[src/rtl/brs_pkg.sv]
`default_nettype none
package brs_pkg;

  localparam int NUM_UNKNOWNS_DEF = 16;
  localparam int VALUE_WIDTH_DEF  = 32;
  localparam int FRAC             = 16;
  localparam int MAG_W            = 47;  // magnitudes up to 2^46

  localparam logic ACT_START  = 1'b0;
  localparam logic ACT_UPDATE = 1'b1;

  typedef struct packed {
    logic               action;
    logic [3:0]         unknown_index;
    logic signed [31:0] bracket_low;
    logic signed [31:0] bracket_high;
    logic signed [31:0] value_at_low;
    logic signed [31:0] value_new;
    logic [30:0]        tolerance;
  } req_t;

  typedef struct packed {
    logic [3:0]         out_index;
    logic signed [31:0] next_abscissa;
    logic               converged;
  } rsp_t;

  typedef enum logic [4:0] {
    S_IDLE, S_LOAD, S_BRACKET, S_SWAP, S_CONV, S_LIN_T1, S_LIN_P, S_Q0, S_T1, S_T2,
    S_M1, S_M2, S_M3, S_P, S_N1, S_Q, S_PQSIGN, S_L1, S_L2, S_L3, S_ACC, S_NSDIV,
    S_CLAMP, S_ADV, S_COMMIT
  } state_t;

  typedef enum logic [4:0] {
    OP_ACCEPT, OP_LOAD, OP_BRACKET, OP_SWAP, OP_CONV, OP_LIN_T1, OP_LIN_P, OP_Q0,
    OP_T1, OP_T2, OP_M1, OP_M2, OP_M3, OP_P, OP_N1, OP_Q, OP_PQSIGN, OP_L1, OP_L2,
    OP_L3, OP_ACC, OP_NSDIV, OP_CLAMP, OP_ADV, OP_COMMIT
  } op_t;

  typedef struct packed {
    op_t  op;
    logic start;
  } cmd_t;

  typedef struct packed {
    logic skip;
    logic conv;
    logic interp;
    logic linear;
    logic accept;
    logic unit_done;
  } status_t;

  function automatic logic unit_op(input op_t op);
    case (op)
      OP_LIN_T1, OP_LIN_P, OP_Q0, OP_T1, OP_T2, OP_M1, OP_M2, OP_M3, OP_P, OP_N1,
      OP_Q, OP_L1, OP_L2, OP_L3, OP_NSDIV: unit_op = 1'b1;
      default: unit_op = 1'b0;
    endcase
  endfunction

endpackage
`default_nettype wire

[src/rtl/brs_ctrl.sv]
`default_nettype none
module brs_ctrl (
  input  wire logic             clk,
  input  wire logic             rst,
  input  wire logic             req_valid,
  output logic                  req_ready,
  output logic                  rsp_valid,
  input  wire logic             rsp_ready,
  output brs_pkg::cmd_t         cmd,
  input  wire brs_pkg::status_t st
);
  import brs_pkg::*;

  state_t state, state_next;
  logic   issued, issued_next;
  logic   rsp_valid_next;
  logic   commit;

  always_ff @(posedge clk) begin
    if (rst) begin
      state     <= S_IDLE;
      issued    <= 1'b0;
      rsp_valid <= 1'b0;
    end else begin
      state     <= state_next;
      issued    <= issued_next;
      rsp_valid <= rsp_valid_next;
    end
  end

  always_comb begin
    state_next = state;
    req_ready  = 1'b0;
    cmd.start  = 1'b0;
    commit     = 1'b0;
    case (state)
      S_IDLE:    cmd.op = OP_ACCEPT;
      S_LOAD:    cmd.op = OP_LOAD;
      S_BRACKET: cmd.op = OP_BRACKET;
      S_SWAP:    cmd.op = OP_SWAP;
      S_CONV:    cmd.op = OP_CONV;
      S_LIN_T1:  cmd.op = OP_LIN_T1;
      S_LIN_P:   cmd.op = OP_LIN_P;
      S_Q0:      cmd.op = OP_Q0;
      S_T1:      cmd.op = OP_T1;
      S_T2:      cmd.op = OP_T2;
      S_M1:      cmd.op = OP_M1;
      S_M2:      cmd.op = OP_M2;
      S_M3:      cmd.op = OP_M3;
      S_P:       cmd.op = OP_P;
      S_N1:      cmd.op = OP_N1;
      S_Q:       cmd.op = OP_Q;
      S_PQSIGN:  cmd.op = OP_PQSIGN;
      S_L1:      cmd.op = OP_L1;
      S_L2:      cmd.op = OP_L2;
      S_L3:      cmd.op = OP_L3;
      S_ACC:     cmd.op = OP_ACC;
      S_NSDIV:   cmd.op = OP_NSDIV;
      S_CLAMP:   cmd.op = OP_CLAMP;
      S_ADV:     cmd.op = OP_ADV;
      S_COMMIT:  cmd.op = OP_COMMIT;
      default:   cmd.op = OP_ACCEPT;
    endcase

    if (unit_op(cmd.op)) begin
      cmd.start = !issued;
    end

    case (state)
      S_IDLE: begin
        req_ready = 1'b1;
        cmd.start = req_valid;
        if (req_valid) state_next = S_LOAD;
      end
      S_LOAD:    state_next = st.skip ? S_COMMIT : S_BRACKET;
      S_BRACKET: state_next = S_SWAP;
      S_SWAP:    state_next = S_CONV;
      S_CONV: begin
        if (st.conv) begin
          state_next = S_COMMIT;
        end else if (st.interp) begin
          state_next = st.linear ? S_LIN_T1 : S_Q0;
        end else begin
          state_next = S_CLAMP;
        end
      end
      S_LIN_T1: if (st.unit_done) state_next = S_LIN_P;
      S_LIN_P:  if (st.unit_done) state_next = S_PQSIGN;
      S_Q0:     if (st.unit_done) state_next = S_T1;
      S_T1:     if (st.unit_done) state_next = S_T2;
      S_T2:     if (st.unit_done) state_next = S_M1;
      S_M1:     if (st.unit_done) state_next = S_M2;
      S_M2:     if (st.unit_done) state_next = S_M3;
      S_M3:     if (st.unit_done) state_next = S_P;
      S_P:      if (st.unit_done) state_next = S_N1;
      S_N1:     if (st.unit_done) state_next = S_Q;
      S_Q:      if (st.unit_done) state_next = S_PQSIGN;
      S_PQSIGN: state_next = S_L1;
      S_L1:     if (st.unit_done) state_next = S_L2;
      S_L2:     if (st.unit_done) state_next = S_L3;
      S_L3:     if (st.unit_done) state_next = S_ACC;
      S_ACC:    state_next = st.accept ? S_NSDIV : S_CLAMP;
      S_NSDIV:  if (st.unit_done) state_next = S_CLAMP;
      S_CLAMP:  state_next = S_ADV;
      S_ADV:    state_next = S_COMMIT;
      S_COMMIT: begin
        if (!rsp_valid || rsp_ready) begin
          cmd.start  = 1'b1;
          commit     = 1'b1;
          state_next = S_IDLE;
        end
      end
      default: state_next = S_IDLE;
    endcase

    if (unit_op(cmd.op) && cmd.start) begin
      issued_next = 1'b1;
    end else if (st.unit_done) begin
      issued_next = 1'b0;
    end else begin
      issued_next = issued;
    end

    if (commit) begin
      rsp_valid_next = 1'b1;
    end else if (rsp_ready) begin
      rsp_valid_next = 1'b0;
    end else begin
      rsp_valid_next = rsp_valid;
    end
  end

  a_accept_load: assert property (@(posedge clk) disable iff (rst)
    (req_valid && req_ready) |=> state == S_LOAD)
    else $error("accepted request did not enter load");

  a_done_in_unit: assert property (@(posedge clk) disable iff (rst)
    st.unit_done |-> (unit_op(cmd.op) && issued))
    else $error("arithmetic unit finished with no operation pending");

  a_commit_shows: assert property (@(posedge clk) disable iff (rst)
    commit |=> rsp_valid)
    else $error("committed result not presented");

  a_conv_commit: assert property (@(posedge clk) disable iff (rst)
    (state == S_CONV && st.conv) |=> state == S_COMMIT)
    else $error("converged step did not go to commit");

endmodule
`default_nettype wire

[config.mk]
export PLATFORM = sky130hd
export DESIGN_NAME = brs_ctrl
export DESIGN_NICKNAME = d
export VERILOG_FILES = /design/src/rtl/brs_pkg.sv /design/src/rtl/brs_ctrl.sv
export SDC_FILE = /design/constraint.sdc
export NUM_CORES = 1
export LEC_CHECK = 0
export BUFFER_PORTS_ARGS = -buffer_cell sky130_fd_sc_hd__buf_2
export CAP_MARGIN = 20
export CORE_MARGIN = 2
export CORE_UTILIZATION = 30
export DETAILED_ROUTE_END_ITERATION = 7
export GPL_TIMING_DRIVEN = 0
export PLACE_DENSITY_LB_ADDON = 0.25
export SLEW_MARGIN = 20
export SYNTH_ARGS = -nofsm -noshare
export SYNTH_HDL_FRONTEND = slang
export SYNTH_SLANG_ARGS = --single-unit
export TNS_END_PERCENT = 10
[constraint.sdc]
create_clock -name clk -period 1.5 [get_ports clk]
set_clock_uncertainty 0.1 [all_clocks]
set_input_delay 0.15 -clock clk [delete_from_list [all_inputs] [get_ports clk]]
set_output_delay 0.15 -clock clk [all_outputs]
set_load 0.005 [all_outputs]
After elaboration in Yosys (flattened, before gate mapping) --
Memory sizes are Yosys's and may differ from the RTL's. A register that Yosys moved wholly into a read port is not among the register bits. Index checks and enable logic that the tools add are counted.
Operators by class: equal/unequal tests 40, multiplexer cells 34, reductions and logical operators 9
Operators with widths (number):
- case mux 5 bit (24 select lines) | 1
- two-way mux 5 bit | 21
- == test 5 bit (second input constant) | 9
- == test 5 x 4 -> 1 bit (second input constant) | 8
- != test 2 bit (second input constant) | 15
- == test 5 x 3 -> 1 bit (second input constant) | 4
- AND reduction 16 bit | 1
- == test 5 x 2 -> 1 bit (second input constant) | 2
- two-way mux 1 bit | 9
- == test 5 x 1 -> 1 bit (second input constant) | 1
- logical NOT 5 bit | 1
- two-way mux 2 bit | 2
- nonzero test 2 bit | 2
- logical NOT 1 bit | 2
- != test 2 x 1 -> 1 bit (second input constant) | 1
- case mux 1 bit (2 select lines) | 1
- OR reduction 2 bit | 1
- logical AND 1 bit | 1
- logical OR 1 bit | 1
Storage, ports and cells: register bits after elaboration 7, ROM bits 224, output and inout port bits 8, logic and storage cells 89, memories kept 3
Memory list:
- (name not given) | depth 32, bits a word 5, read ports 1, clocked after memory_dff 1, write ports 0, RTL line brs_ctrl.sv:36 | case (state)
- (name not given) | depth 32, bits a word 1, read ports 1, clocked after memory_dff 0, write ports 0, RTL line brs_pkg.sv:55 | case (op)
- (name not given) | depth 32, bits a word 1, read ports 1, clocked after memory_dff 0, write ports 0, RTL line brs_pkg.sv:55

Longest topological paths before layout --
depth in word-level cells 6, depth in mapped cells 7, gate-level depth less buffers 5

Least setup slack after synthesis --
Ideal clock, no wire load.
path type reg-to-reg, start point register state[2], end point register, netlist name cmd[1], library setup time 0.128 ns, arrival time 1.350 ns, data required time 1.272 ns, slack -0.077 ns, stages on the path, launching flop included 7, period minus slack after synthesis 1.577 ns, cells stage by stage dfxtp_1 -> buf_2 -> o22ai_1 -> a221o_1 -> o211ai_2 -> mux2i_1 -> nor2_1
Between the ends: cells in the longest elaborated chain, start to end 6, elaborated cells between the ends (all ways) 46, those cells by class eq/ne (40); mux (3); reduce/logical (3)
RTL lines:
- start, declared | RTL line brs_ctrl.sv:14 | state_t state, state_next;
- start signal, assigned | RTL line brs_ctrl.sv:25 | state <= state_next;
- == test 5 x 4 -> 1 bit or == test 5 x 3 -> 1 bit (tied branches) | RTL line brs_ctrl.sv:69 | case (state)
- OR reduction 2 bit (no line)
- != test 2 x 1 -> 1 bit (no line)
- AND reduction 16 bit (no line)
- two-way mux 5 bit (no line) * (2 in series)
Every way passes the cells marked *; elsewhere a longest branch is shown, timed or not. A chain may end at the register's enable or synchronous reset.

Final worst setup path --
start point register state[1], end point register, netlist name cmd[5]
Between the ends: cells in the longest elaborated chain, start to end 6, elaborated cells between the ends (all ways) 46, those cells by class eq/ne (40); mux (3); reduce/logical (3)
RTL lines (RTL line):
- == test 5 x 4 -> 1 bit or == test 5 x 3 -> 1 bit (tied branches) | brs_ctrl.sv:69
- OR reduction 2 bit (no line)
- != test 2 x 1 -> 1 bit (no line)
- AND reduction 16 bit (no line)
- two-way mux 5 bit (no line) * (2 in series)
Marks and branches as above.

==> qor.log <==
qor: run_status.run_status complete, but fails checks
qor: run_status.failing_checks setup timing
qor: clock_network.cts.clk_slew.worst_paths 0.07 ns
qor: synth.synth_fp_nets 111
qor: sta.timing.fmax 0.5637 GHz
qor: synth.dominantRegCellSynth dfxtp_1
qor: critical_path.crit_path_start_kind flip-flop
qor: floorplanning.chipHeight 56.27 µm
qor: sta.slew_headroom 0.7135
qor: detailed_routing.top_layer_used met4
qor: critical_path.worst_path_dominant_cell_family compound AO/OA/AOI/OAI gates
qor: critical_path.r2r_setup_slack -0.27 ns
qor: critical_path.worstPathArrival 1.82 ns
qor: worst_hold_path.hp-class primary input to flip-flop
qor: floorplanning.design.die.area 3166 µm²
qor: sta.worst_pin_slew 0.4297 ns
qor: synth.ys_top_cells_by_area dfxtp_1, a21oi_1, nand2_1
qor: synth.synth-seq-cells 12
qor: critical_path.critical_path.reg2reg.startpoint state[1]
qor: sta.finalSetupViolations 13
qor: synth.synth.largest_area_cell dfxtp_1
qor: detailed_routing.met2RoutedLength 1191 µm
qor: critical_path.cp.required 1.54 ns
qor: synth.synth_largest_type_area_fraction 0.2931
qor: worst_hold_path.worstHoldEndpoint issued
qor: synth.netlist_instances 101
qor: sta.min_period_over_period 1.183
qor: critical_path.crit_path_max_fanout 8
qor: power.leakage 0.0004933 µW
qor: global_routing.number_of_antenna_violations_at_the_first_check_in_global_routing 0
qor: place.place_inst 148
qor: global_routing.grt_max_degree 11
qor: synth.yosys_warnings 0
qor: critical_path.cp_slowest_stage_delay 0.39 ns
qor: global_routing.grt_pass1_wl 3912 µm
qor: synth.synth.distinct_cells 41
qor: worst_hold_path.whs_path_depth 3
qor: layout.num_antenna_cells 0
qor: critical_path.criticalPathCategory flip-flop to flip-flop
qor: critical_path.r2r.worst_path.cells 6
qor: power.power.total 2539 µW
qor: synth.syn-cell-area 819.5 µm²
qor: detailed_routing.drt-pass1-iter-count 4
qor: synth.synthTopCellsByCount dfxtp_1, a21oi_1, nand2_1
qor: detailed_routing.postRouteAntennaNets 0
qor: critical_path.reg2reg_to cmd[5]
qor: critical_path.cell_by_cell_trace_of_the_critical_path buf_12 -> nor2_4 -> nand4b_1 -> o211ai_4 -> mux2i_2 -> nor2_1
qor: global_routing.globalRouteTotalUtil 0.1547
qor: clock_network.tritoncts done
qor: sta.finalMaxSlewViolations 0
qor: clock_network.clk_latency 0.26 ns
qor: layout.count_of_placed_standard_cells_in_the_final_layout_fillers_left_out 166
qor: critical_path.critPathLaunch state[1]
qor: power.ir_drop 1441 µV
qor: global_routing.number_of_global_route_vias_before_repair 832
qor: detailed_routing.vias 898
qor: synth.synth-seq-area-share 0.2931
qor: synth.asyncSetResetFlopFracSynth 0
qor: global_routing.residual_overflow_from_global_routing 0
qor: job.cap_viol_max_count 0
qor: clock_network.clock_path_buffers 2
qor: clock_network.cts_buffers 3
qor: synth.synth.most_common_cell dfxtp_1
qor: sta.min_period 1.774 ns
qor: floorplanning.start_util 0.3249
qor: detailed_routing.detail_route.wirelength 2292 µm
qor: clock_network.htree_levels 1
qor: sta.setup_repair_after_global_routing_missed_its_margin yes
qor: critical_path.critical_path.slowest_cell o211ai_4
qor: detailed_routing.routed-wl-met3 111 µm
qor: floorplanning.row_count 18
qor: sta.final.setup.worst_slack -0.2740 ns
qor: detailed_routing.wl_per_cell 13.81 µm
qor: layout.syn_to_final_growth 41.83%
qor: layout.finish.net_count 148
qor: floorplanning.core 2522 µm²
qor: detailed_routing.vias_per_cell 5.410
qor: detailed_routing.wirelength_met1 959 µm
qor: synth.postSynthAreaPerCell 8.114 µm²
qor: sta.final_hold_viol_count 0
qor: place.detailed_place_hpwl 1573 µm
qor: layout.drive_above_1_share 0.4044
qor: critical_path.crit_path_end_kind flip-flop
qor: detailed_routing.detail_route.drc_violations 0
qor: place.numPortBuffers 17
qor: floorplanning.die_width 56.27 µm
qor: critical_path.critical_path.n_buffers_inverters 1
qor: clock_network.clock-root-buffer clkbuf_4
qor: place.globalplace.congestion 0.8157
qor: synth.synth_enable_flop_cells 0
qor: floorplanning.num_io_pins 18
qor: worst_hold_path.hold_path_startpoint st[0]
qor: clock_network.clock-sinks 12
qor: power.power.density 2184 nW/µm²
qor: detailed_routing.first_iter_violations 27
metrics by stage:
stage | cell area [µm²] | worst slack (ns) | setup TNS (ns) | util | hold WS, ns
after floorplan | 830.8 | -0.04594 | -0.2716 | - | 0.1228
after global placement | 953.4 | -0.2973 | -2.385 | 0.3780 | 0.2425
after detailed placement | 953.4 | -0.3343 | -2.717 | 0.3780 | 0.2460
after CTS | 1120 | -0.3032 | -3.170 | 0.4439 | 0.07306
after global routing | 1162 | -0.3619 | -3.998 | 0.4608 | 0.1138
final | 1162 | -0.2740 | -2.975 | 0.4608 | 0.09474
power breakdown:
part / total, µW / internal [µW] / switching, µW
sequential: 538 / 438 / 100
clock: 184 / 92.6 / 91.3
combinational: 1820 / 986 / 831
worst max path at each step:
stage	to	slack, ns	depth (start not counted)
finish	cmd[5]	-0.27	6
global route	cmd[0]	-0.36	6
CTS	cmd[5]	-0.30	6
detailed placement	cmd[5]	-0.33	6
global placement	cmd[5]	-0.30	6
floorplan	cmd[1]	-0.05	6
sequential cells by signal, indices dropped and copies added (netlist names):
register and flops:
cmd 5, state 5, issued 1, rsp_valid 1
logic make-up (layout without fill, tap and decap cells):
group | after synthesis | count (layout) | synth area share
mux | 2 | 2 | 0.02443
buf+inv | 11 | 46 | 0.08854
simple gates | 40 | 40 | 0.2870
flops | 12 | 12 | 0.2931
compound gates | 35 | 35 | 0.2962
xor+xnor | 1 | 1 | 0.01069
worst reg2reg max path, delay by kind of cell (launching register included):
family / cells / cell delay [ns]
buffers and inverters: 1 / 0.12
DFF: 1 / 0.35
muxes: 1 / 0.32
and+or+nand+nor: 3 / 0.37
AOI/OAI and AO/OA: 1 / 0.39
layer usage:
layer | global-route usage | vias to the layer above
met4 | 0.02381 | 0
met1 | 0.1975 | 414
met3 | 0.04147 | 5
met2 | 0.2655 | 32
met5 | 0 | -
li1 | - | 447
area by class of cell:
class / instances / area (µm²)
buffer: 9 / 81.33
clock buffer: 3 / 22.52
fill: 266 / 1360
inverter: 2 / 7.507
multi-input combinational: 78 / 551.8
sequential: 12 / 245.2
tap: 30 / 37.54
timing repair buffer: 32 / 216.5
cells in the final DEF, fill, tap and decap left out, types with 2 or more instances in the layout:
cell type  Yosys  layout
mux2i_2        0       2
o21ai_0        5       5
o21ai_1        2       2
o211ai_1       2       2
nand2_1        9       8
nor3_1         2       2
o22ai_1        2       2
nor2_1         8       7
dfxtp_1       12      10
nand4b_1       2       2
clkbuf_4       0       3
nor4b_1        2       2
buf_6          3       7
a211oi_1       2       2
a21oi_1        9       9
nand3_1        3       3
a21o_1         3       3
nand2b_1       4       4
buf_4          1      12
buf_2          4      19
nor2b_1        2       2
and3b_1        2       2
what timing repair did:
| item | CTS | global route |
|---|---|---|
| buffers inserted | 10 | 4 |
| resized for setup | 12 | 4 |
| hold endpoints to repair | 2 | 0 |
| pin swaps | 11 | 9 |
| hold buffers | 1 | 0 |
| setup endpoints to repair | 13 | 13 |
(Power assumes the default switching activity.)
